[src/hw/rtl/yuvtp_pkg.sv]
package yuvtp_pkg;

   localparam int DIM_W     = 13;
   localparam int IDX_W     = 12;
   localparam int PLANE_W   = 2;
   localparam int LEVEL_W   = 8;
   localparam int STEP_W    = 24;
   localparam int ADDR_W    = 25;
   localparam int LSIZE_W   = 2 * DIM_W;
   localparam int MULT_W    = DIM_W;
   localparam int RAMP_W    = MULT_W + STEP_W;
   localparam int FRAC_W    = 16;
   localparam int CSR_IDX_W = 2;

   localparam int MAX_DIM_DEFAULT = 4096;

   localparam logic [CSR_IDX_W-1:0] CSR_FRAME_WIDTH  = 2'd0;
   localparam logic [CSR_IDX_W-1:0] CSR_FRAME_HEIGHT = 2'd1;
   localparam logic [CSR_IDX_W-1:0] CSR_LUMA_LEVEL   = 2'd2;
   localparam logic [CSR_IDX_W-1:0] CSR_RAMP_STEP    = 2'd3;

   localparam logic [DIM_W-1:0]   RST_FRAME_WIDTH  = 13'd256;
   localparam logic [DIM_W-1:0]   RST_FRAME_HEIGHT = 13'd256;
   localparam logic [LEVEL_W-1:0] RST_LUMA_LEVEL   = 8'd128;
   localparam logic [STEP_W-1:0]  RST_RAMP_STEP    = 24'd65536;

   localparam logic [PLANE_W-1:0] PLANE_Y      = 2'd0;
   localparam logic [PLANE_W-1:0] PLANE_U      = 2'd1;
   localparam logic [PLANE_W-1:0] PLANE_V      = 2'd2;
   localparam logic [PLANE_W-1:0] PLANE_UNUSED = 2'd3;

   localparam logic [LEVEL_W-1:0] CHROMA_BG = 8'd128;
   localparam logic [LEVEL_W-1:0] LUMA_BG   = 8'd0;
   localparam logic [LEVEL_W-1:0] SAMPLE_MAX = 8'd255;
   localparam logic [RAMP_W:0]    ROUND_HALF = (RAMP_W+1)'(1) << (FRAC_W - 1);

   typedef struct packed {
      logic [DIM_W-1:0]   width;
      logic [DIM_W-1:0]   height;
      logic [DIM_W-1:0]   side;
      logic [LEVEL_W-1:0] luma_level;
      logic [STEP_W-1:0]  ramp_step;
   } cfg_type;

   typedef struct packed {
      logic [PLANE_W-1:0] plane;
      logic               in_luma_sq;
      logic               in_chroma_sq;
      logic [IDX_W-1:0]   col;
      logic [ADDR_W-1:0]  row_offset;
      logic [LSIZE_W-1:0] luma_size;
      logic [RAMP_W-1:0]  ramp;
   } prod_type;

endpackage

[src/hw/rtl/yuvtp_cfg.sv]
module yuvtp_cfg
   import yuvtp_pkg::*;
#(
   parameter int MAX_DIM = MAX_DIM_DEFAULT
) (
   input  logic                 clock,
   input  logic                 reset,
   input  logic                 csr_wr_en,
   input  logic [CSR_IDX_W-1:0] csr_index,
   input  logic [STEP_W-1:0]    csr_wdata,
   output cfg_type              cfg
);

   logic [DIM_W-1:0]   width_ff,  width_in;
   logic [DIM_W-1:0]   height_ff, height_in;
   logic [LEVEL_W-1:0] level_ff,  level_in;
   logic [STEP_W-1:0]  step_ff,   step_in;
   logic [DIM_W-1:0]   w_eff, h_eff;

   always_comb begin
      width_in  = width_ff;
      height_in = height_ff;
      level_in  = level_ff;
      step_in   = step_ff;
      if (csr_wr_en) begin
         unique case (csr_index)
            CSR_FRAME_WIDTH:  width_in  = csr_wdata[DIM_W-1:0];
            CSR_FRAME_HEIGHT: height_in = csr_wdata[DIM_W-1:0];
            CSR_LUMA_LEVEL:   level_in  = csr_wdata[LEVEL_W-1:0];
            CSR_RAMP_STEP:    step_in   = csr_wdata;
            default: ;
         endcase
      end
   end

   always_ff @(posedge clock) begin
      if (reset) begin
         width_ff  <= RST_FRAME_WIDTH;
         height_ff <= RST_FRAME_HEIGHT;
         level_ff  <= RST_LUMA_LEVEL;
         step_ff   <= RST_RAMP_STEP;
      end else begin
         width_ff  <= width_in;
         height_ff <= height_in;
         level_ff  <= level_in;
         step_ff   <= step_in;
      end
   end

   // dimensions above MAX_DIM are used as MAX_DIM
   assign w_eff = (32'(width_ff)  > MAX_DIM) ? DIM_W'(MAX_DIM) : width_ff;
   assign h_eff = (32'(height_ff) > MAX_DIM) ? DIM_W'(MAX_DIM) : height_ff;

   assign cfg.width      = w_eff;
   assign cfg.height     = h_eff;
   assign cfg.side       = (w_eff < h_eff) ? w_eff : h_eff;
   assign cfg.luma_level = level_ff;
   assign cfg.ramp_step  = step_ff;

endmodule

[src/hw/rtl/yuvtp_mul.sv]
module yuvtp_mul
   import yuvtp_pkg::*;
(
   input  logic               clock,
   input  logic               reset,
   input  cfg_type            cfg,
   input  logic               in_valid,
   output logic               in_ready,
   input  logic [PLANE_W-1:0] in_plane,
   input  logic [IDX_W-1:0]   in_row,
   input  logic [IDX_W-1:0]   in_col,
   output logic               prod_valid,
   input  logic               prod_ready,
   output prod_type           prod
);

   logic               s1_valid_ff, s1_valid_in;
   logic [PLANE_W-1:0] plane_ff;
   logic [IDX_W-1:0]   row_ff, col_ff;
   logic               s2_valid_ff, s2_valid_in;
   prod_type           prod_ff, prod_in;
   logic               s2_ready, s1_load, s2_load;
   logic [DIM_W-1:0]   half_side, row_mult, ramp_mult, row_x2, col_x2;

   assign s2_ready = !s2_valid_ff || prod_ready;
   assign in_ready = !s1_valid_ff || s2_ready;
   assign s1_load  = in_valid && in_ready;
   assign s2_load  = s1_valid_ff && s2_ready;

   assign s1_valid_in = s1_load || (s1_valid_ff && !s2_ready);
   assign s2_valid_in = s2_load || (s2_valid_ff && !prod_ready);

   assign half_side = cfg.side >> 1;
   assign row_x2    = {row_ff, 1'b0};
   assign col_x2    = {col_ff, 1'b0};
   assign row_mult  = (plane_ff == PLANE_Y) ? cfg.width : (cfg.width >> 1);
   assign ramp_mult = (plane_ff == PLANE_V) ? (cfg.side - row_x2) : col_x2;

   always_comb begin
      prod_in.plane        = plane_ff;
      prod_in.in_luma_sq   = (DIM_W'(row_ff) < cfg.side) && (DIM_W'(col_ff) < cfg.side);
      prod_in.in_chroma_sq = (DIM_W'(row_ff) < half_side) && (DIM_W'(col_ff) < half_side);
      prod_in.col          = col_ff;
      prod_in.row_offset   = ADDR_W'(row_ff * row_mult);
      prod_in.luma_size    = cfg.width * cfg.height;
      prod_in.ramp         = ramp_mult * cfg.ramp_step;
   end

   always_ff @(posedge clock) begin
      if (reset) begin
         s1_valid_ff <= 1'b0;
         s2_valid_ff <= 1'b0;
      end else begin
         s1_valid_ff <= s1_valid_in;
         s2_valid_ff <= s2_valid_in;
      end
   end

   always_ff @(posedge clock) begin
      if (s1_load) begin
         plane_ff <= in_plane;
         row_ff   <= in_row;
         col_ff   <= in_col;
      end
      if (s2_load) begin
         prod_ff <= prod_in;
      end
   end

   assign prod_valid = s2_valid_ff;
   assign prod       = prod_ff;

endmodule

[src/hw/rtl/yuvtp_fin.sv]
module yuvtp_fin
   import yuvtp_pkg::*;
(
   input  logic               clock,
   input  logic               reset,
   input  logic [LEVEL_W-1:0] luma_level,
   input  logic               prod_valid,
   output logic               prod_ready,
   input  prod_type           prod,
   output logic               out_valid,
   input  logic               out_ready,
   output logic [LEVEL_W-1:0] out_value,
   output logic [ADDR_W-1:0]  out_addr
);

   logic                  valid_ff, valid_in;
   logic [LEVEL_W-1:0]    value_ff, value_in;
   logic [ADDR_W-1:0]     addr_ff, addr_in;
   logic                  load;
   logic [RAMP_W:0]       rounded;
   logic [RAMP_W-FRAC_W:0] ramp_int;
   logic [LEVEL_W-1:0]    ramp_sat;
   logic [LSIZE_W-1:0]    v_base;
   logic [ADDR_W-1:0]     base;

   assign prod_ready = !valid_ff || out_ready;
   assign load       = prod_valid && prod_ready;
   assign valid_in   = load || (valid_ff && !out_ready);

   assign rounded  = (RAMP_W+1)'(prod.ramp) + ROUND_HALF;
   assign ramp_int = rounded[RAMP_W:FRAC_W];
   assign ramp_sat = (|ramp_int[RAMP_W-FRAC_W:LEVEL_W]) ? SAMPLE_MAX
                                                        : ramp_int[LEVEL_W-1:0];
   assign v_base   = prod.luma_size + (prod.luma_size >> 2);

   always_comb begin
      unique case (prod.plane)
         PLANE_Y: begin
            base     = '0;
            value_in = prod.in_luma_sq ? luma_level : LUMA_BG;
         end
         PLANE_U: begin
            base     = prod.luma_size[ADDR_W-1:0];
            value_in = prod.in_chroma_sq ? ramp_sat : CHROMA_BG;
         end
         PLANE_V: begin
            base     = v_base[ADDR_W-1:0];
            value_in = prod.in_chroma_sq ? ramp_sat : CHROMA_BG;
         end
         default: begin
            base     = '0;
            value_in = '0;
         end
      endcase
      if (prod.plane == PLANE_UNUSED) begin
         addr_in = '0;
      end else begin
         addr_in = base + prod.row_offset + ADDR_W'(prod.col);
      end
   end

   always_ff @(posedge clock) begin
      if (reset) begin
         valid_ff <= 1'b0;
      end else begin
         valid_ff <= valid_in;
      end
   end

   always_ff @(posedge clock) begin
      if (load) begin
         value_ff <= value_in;
         addr_ff  <= addr_in;
      end
   end

   assign out_valid = valid_ff;
   assign out_value = value_ff;
   assign out_addr  = addr_ff;

endmodule

[src/hw/rtl/yuv420_gradient_test_pattern.sv]
// YUV 4:2:0 gradient test pattern source, one sample per request.
// req: one transfer names a plane (tuser) and a row and column in it (tdata).
// rsp: one transfer per request, the sample byte and its offset in the
//      planar buffer (Y plane, then U, then V), in request order.
// csr: write-only registers, taken on any cycle with csr_wr_en high:
//      0 frame width, 1 frame height, 2 luma level, 3 ramp step (8.16).
// Throughput: one request per cycle, sustained while rsp_tready is high.
// Three register stages (request, products, result) lie between a request
// transfer and its result on rsp.
// The multipliers of the product stage set the clock period.
// Reset empties all stages and loads 256x256, luma 128, step 1.0.
// A stalled rsp holds its result; the earlier stages keep accepting
// requests until they are full, then req_tready drops.
module yuv420_gradient_test_pattern
   import yuvtp_pkg::*;
#(
   parameter int MAX_DIM = MAX_DIM_DEFAULT
) (
   input  logic                 clock,
   input  logic                 reset,
   input  logic                 req_tvalid,
   output logic                 req_tready,
   input  logic [23:0]          req_tdata,   // row_index, col_index
   input  logic [PLANE_W-1:0]   req_tuser,   // plane_sel
   output logic                 rsp_tvalid,
   input  logic                 rsp_tready,
   output logic [39:0]          rsp_tdata,   // sample_value, byte_address, zero fill
   input  logic                 csr_wr_en,
   input  logic [CSR_IDX_W-1:0] csr_index,
   input  logic [STEP_W-1:0]    csr_wdata
);

   cfg_type            cfg;
   prod_type           prod;
   logic               prod_valid, prod_ready;
   logic [LEVEL_W-1:0] value;
   logic [ADDR_W-1:0]  addr;

   yuvtp_cfg #(
      .MAX_DIM (MAX_DIM)
   ) u_cfg (
      .clock     (clock),
      .reset     (reset),
      .csr_wr_en (csr_wr_en),
      .csr_index (csr_index),
      .csr_wdata (csr_wdata),
      .cfg       (cfg)
   );

   yuvtp_mul u_mul (
      .clock      (clock),
      .reset      (reset),
      .cfg        (cfg),
      .in_valid   (req_tvalid),
      .in_ready   (req_tready),
      .in_plane   (req_tuser),
      .in_row     (req_tdata[IDX_W-1:0]),
      .in_col     (req_tdata[2*IDX_W-1:IDX_W]),
      .prod_valid (prod_valid),
      .prod_ready (prod_ready),
      .prod       (prod)
   );

   yuvtp_fin u_fin (
      .clock      (clock),
      .reset      (reset),
      .luma_level (cfg.luma_level),
      .prod_valid (prod_valid),
      .prod_ready (prod_ready),
      .prod       (prod),
      .out_valid  (rsp_tvalid),
      .out_ready  (rsp_tready),
      .out_value  (value),
      .out_addr   (addr)
   );

   assign rsp_tdata = {7'd0, addr, value};

endmodule
[config.mk]
export PLATFORM = sky130hd
export DESIGN_NAME = yuv420_gradient_test_pattern
export DESIGN_NICKNAME = d
export VERILOG_FILES = /design/src/hw/rtl/yuvtp_pkg.sv /design/src/hw/rtl/yuvtp_cfg.sv /design/src/hw/rtl/yuvtp_mul.sv /design/src/hw/rtl/yuvtp_fin.sv /design/src/hw/rtl/yuv420_gradient_test_pattern.sv
export SDC_FILE = /design/constraint.sdc
export NUM_CORES = 2
export LEC_CHECK = 0
export BUFFER_PORTS_ARGS = -buffer_cell sky130_fd_sc_hd__buf_2
export CAP_MARGIN = 20
export CORE_MARGIN = 5
export CORE_UTILIZATION = 58
export CTS_BUF_LIST = sky130_fd_sc_hd__clkbuf_8
export DETAILED_ROUTE_END_ITERATION = 6
export GPL_ROUTABILITY_DRIVEN = 0
export HOLD_SLACK_MARGIN = 0.02
export MAX_ROUTING_LAYER = met4
export PLACE_DENSITY = 0.75
export SKIP_LAST_GASP = 1
export SYNTH_ARGS = -nofsm -noshare
export SYNTH_HDL_FRONTEND = slang
export SYNTH_HIERARCHICAL = 1
export SYNTH_SLANG_ARGS = --single-unit
[constraint.sdc]
create_clock -name clock -period 22.4 [get_ports clock]
set_input_delay 3.36 -clock clock [delete_from_list [all_inputs] [get_ports clock]]
set_output_delay 3.36 -clock clock [all_outputs]
set_load 0.005 [all_outputs]
-- Word level (Yosys, flattened, before mapping)
Index checks and enable logic that the tools add are counted.
- register bits: 224
- add/subtract/negate cells: 5
- multipliers: 3
- order comparisons: 7
- eq/ne operators: 7
- mux-type cells: 10
- reductions and logical operators: 29
- operators with widths (operator ; count):
    13-bit two-way mux ; 5
    25-bit case mux with 2 select lines ; 1
    37-bit by 16-bit adder with 38-bit output (second input constant) ; 1
    13-bit by 24-bit multiplier with 37-bit output ; 1
    13-bit > comparator (second input constant) ; 2
    12-bit by 13-bit < comparator with 1-bit output ; 2
    13-bit by 13-bit multiplier with 26-bit output ; 1
    25-bit by 12-bit adder with 25-bit output ; 1
    25-bit by 24-bit adder with 25-bit output ; 1
    25-bit adder ; 1
    12-bit by 13-bit multiplier with 25-bit output ; 1
    12-bit < comparator ; 2
    8-bit two-way mux ; 3
    8-bit case mux with 2 select lines ; 1
    14-bit OR reduction ; 1
    13-bit < comparator ; 1
    13-bit subtractor ; 1
    2-bit == test (second input constant) ; 5
    1-bit logical AND ; 8
    2-bit AND reduction ; 4
    1-bit logical NOT ; 6
    2-bit logical NOT ; 3
    1-bit logical OR ; 6
    2-bit by 1-bit == test with 1-bit output (second input constant) ; 2
    2-bit OR reduction ; 1

-- Depth between registers and ports, before layout
- word-level depth: 7
- gate-level depth with buffers: 41
- depth with buffers taken out: 39

-- By module
Netlist, hierarchy kept.
- modules (own cells, without submodules) (module ; instances ; cells each ; area each (µm²) ; seq. area each (µm²)):
    yuvtp_mul ; 1 ; 2977 ; 27276.2 ; 3943.8
    yuvtp_fin ; 1 ; 562 ; 4759.6 ; 1011.0
    yuvtp_cfg ; 1 ; 342 ; 2677.6 ; 1161.1
    yuv420_gradient_test_pattern ; 1 ; 8 ; 56.3 ; 0.0

-- Least setup slack after synthesis
OpenSTA, ideal clock, no wires.
- path type: reg2reg
- start: reg u_cfg.width_ff[12]
- end: reg u_mul.prod_ff, in the netlist u_mul/prod[36], data pin
- setup time: 261 ps
- data arrival time: 8829 ps
- required time: 22139 ps
- slack: 13310 ps
- cell stages (with the launch flop): 39
- buffers on the path: 3
- cells stage by stage: dfxtp_1 clkbuf_1 nor2b_1 ha_1 nand4_1 a21oi_1 a211oi_2 o311ai_4 mux2_2 inv_1 ha_1 inv_1 fa_1 a21o_1 a21oi_1 o21bai_1 a21o_1 a21oi_1 [3 not listed] a211oi_1 fa_1 fa_1 inv_1 fa_1 fa_1 inv_1 fa_1 inv_1 ha_1 a2111o_1 a221o_1 a2111oi_4 o21ai_2 o31ai_4 a21oi_2 a211oi_2 xnor2_1
- RTL lines (what ; RTL line ; source):
    start, declared ; yuvtp_cfg.sv:14 ; logic [DIM_W-1:0] width_ff, width_in;
    start signal, assigned ; yuvtp_cfg.sv:43 ; width_ff <= width_in;
    end signal, assigned ; yuvtp_mul.sv:66 ; prod_ff <= prod_in;
    end, declared ; yuvtp_mul.sv:21 ; prod_type prod_ff, prod_in;

==> results by group <==
Status
  • Outcome: completed

Die
  • # IOs: 99
  • Die Y: 253 um
  • DIE AREA: 63900 um2
  • Core Box Area: ~59000 um2
  • Row count: ~90
  • Initial core utilization: 58.2%
  • Die Width: 253 um

Setup path
  • Reg2reg setup slack: 11.56 ns
  • Max stage delay on crit path: approximately 0.9 ns
  • CP Capture Type: register
  • Critical path startpoint category: register
  • Crit Path Max Fanout: 24
  • CP dominant cell by count: fa_1
  • WP data arrival: 11.17 ns
  • Slowest CP cell: and3_1
  • CP required: 22.73 ns
  • CP Class: register to register

STA
  • Fin crit share: 48.4%
  • Slew headroom: 28.2%
  • Final setup viols: 0
  • Minimum period implied by the final worst setup slack: around 11 ns
  • Worst-Margin Slew: 1.07 ns
  • Setup_tns: 0 ns
  • Slew Viols, Final: 0
  • Clock skew: 0.0339 ns
  • RSZ-0062 raised after global routing: no
  • Final Hold Slack: 0.449 ns
  • Max Freq: 92.3 MHz
  • Fin. Hold Viols: 0

Detailed routing
  • Antenna-violating nets left: 0
  • DRC viols: 0
  • WL per Instance: 18.8 um
  • TritonRoute pass-1 iters: 7
  • Drt via density: approximately 5.8
  • Vias: 26913
  • WL final: 86.8 mm
  • First-iteration detailed-routing DRC count: 2345

Final layout
  • Synth-to-layout area growth: 5.07%
  • Final nets: 4716
  • Final Util: 61.2%
  • Layout cells sized above 1: 6.39%
  • Fin area: 35900 um2

Yosys
  • Synth Cell Area: approximately 34000 um2
  • Synth Warn #: 6
  • Synth Instances: 3853
  • Syn avg cell area: around 9 um2

Power and ir drop
  • Leakage: 17.2 nW
  • Sequential power share: 33.4%
  • Clock power frac: 24.5%
  • Sw frac: approximately two fifths
  • PwrDens: 40.6 nW/um2
  • Switching power: slightly below 600 uW
  • Worst VDD drop: 51.3 uV
  • Internal power: 876 uW
  • Comb pwr share: 42.2%

Place
  • Post-place instance area: 35200 um2
  • Dpl hpwl: between 60 and 70 mm
  • Port Buf Inserts: 91

Clock tree
  • Sink Count: 209
  • Root buffer cell: clkbuf_8
  • H-tree Lvls: 2
  • Hold-fix buffers, CTS: 0
  • Worst-Skew Late Latency: 0.61 ns
  • Post-CTS resize count: 0
  • Post-CTS setup buffer count: 0
  • CTS tree: done
  • Clock Path Buffers: 3
  • CTS clk-pin slew, worst paths: 0.07 ns
  • CTS buffer count: 37

Global route
  • Largest net degree at the start of global routing: 81
  • First-pass GRT wire length: 142 mm
  • Tot GR Track Use: approximately 28%
  • Vias in the first global route: between 20000 and 30000
  • Initial antenna violation count: 2
  • GR Overflow Total: 0

Hold path
  • Min-Delay Path Class: register to register

Job
  • Max Cap Viol: 0
-- sequential cells by signal, indices dropped and copies added, names as in the netlist, 2 cells and up --
name and count:
u_cfg/step_ff 24, u_mul/col_ff 12, u_cfg/level_ff 8, u_cfg/height_ff 13, u_mul/prod 89, u_fin/out_value 8
u_fin/out_addr 25, u_cfg/width_ff 13, u_mul/row_ff 12, u_mul/plane_ff 2
-- layer usage --
layer  vias up  global-route usage [%]  share of wire, %  wire (um)
li1      12471                       -                 -          -
met1     13170                    34.1                39      34100
met2      1022                    47.4                49      42700
met3       250                    3.50               6.2       5400
met4         0                    13.5               5.4       4710
met5         -                       -                 0          0
-- critical path: cells and delay by family, from the launching register on --
family | cells | cell delay, ns
flops | 1 | 0.61
simple gates | 6 | 1.48
buf+inv | 6 | 0.84
mux | 1 | 0.38
compound gates | 15 | 3.99
fa+ha+maj | 8 | 3.24
-- layout by cell type, fill, tap and decap left out, drive strengths merged, types with 20 or more instances in the layout --
master	n
a21oi	172
xnor2	71
nand4	20
nor2	103
ha	348
dfxtp	61
a21o	67
a211oi	23
o2111ai	21
nand2b	32
clkbuf	38
nand2	644
and2	145
inv	632
xor2	40
edfxtp	148
nand3	113
o311ai	21
and3	51
mux2	25
buf	129
o21ai	84
nor3	41
nor3b	47
fa	488
nor2b	38
-- cell type report --
cell class | count | area [um2]
clock buffer | 38 | 523
antenna | 2 | 5.00
timing repair buffer | 129 | 741
inverter | 622 | 2330
tap | 773 | 967
sequential | 209 | 5670
fill | 4983 | 22800
clock inverter | 28 | 199
multi-input combinational | 2824 | 25500
-- stage by stage --
stage	worst slack [ns]	total power [mW]	instances
after floorplan	13.31	0.937	3859
after global placement	12.02	1.08	4557
after detailed placement	11.74	1.10	4557
after CTS	11.71	1.46	4623
after global routing	10.94	1.56	4624
final	11.56	1.46	4625
-- power by group through the flow --
stage	combinational, mW	clock [mW]	sequential [mW]
final	0.614	0.356	0.486
after global routing	0.690	0.382	0.488
after CTS	0.610	0.367	0.485
after detailed placement	0.606	0	0.493
after global placement	0.592	0	0.492
after floorplan	0.460	0	0.477
-- path summary, 6_finish.rpt --
| path | cells after the start | startpoint | endpoint |
|---|---|---|---|
| worst max-delay path | 36 | u_cfg/width_ff[12]$_SDFFE_PP0P_ | u_mul/prod[34]$_DFFE_PP_ |
| worst min-delay path | 2 | u_mul/prod_valid$_SDFF_PP0_ | u_fin/out_valid$_SDFF_PP0_ |
| worst max register to register | 36 | u_cfg/width_ff[12]$_SDFFE_PP0P_ | u_mul/prod[34]$_DFFE_PP_ |
| worst min register to register | 2 | u_mul/prod_valid$_SDFF_PP0_ | u_fin/out_valid$_SDFF_PP0_ |
(Power assumes the default switching activity.)
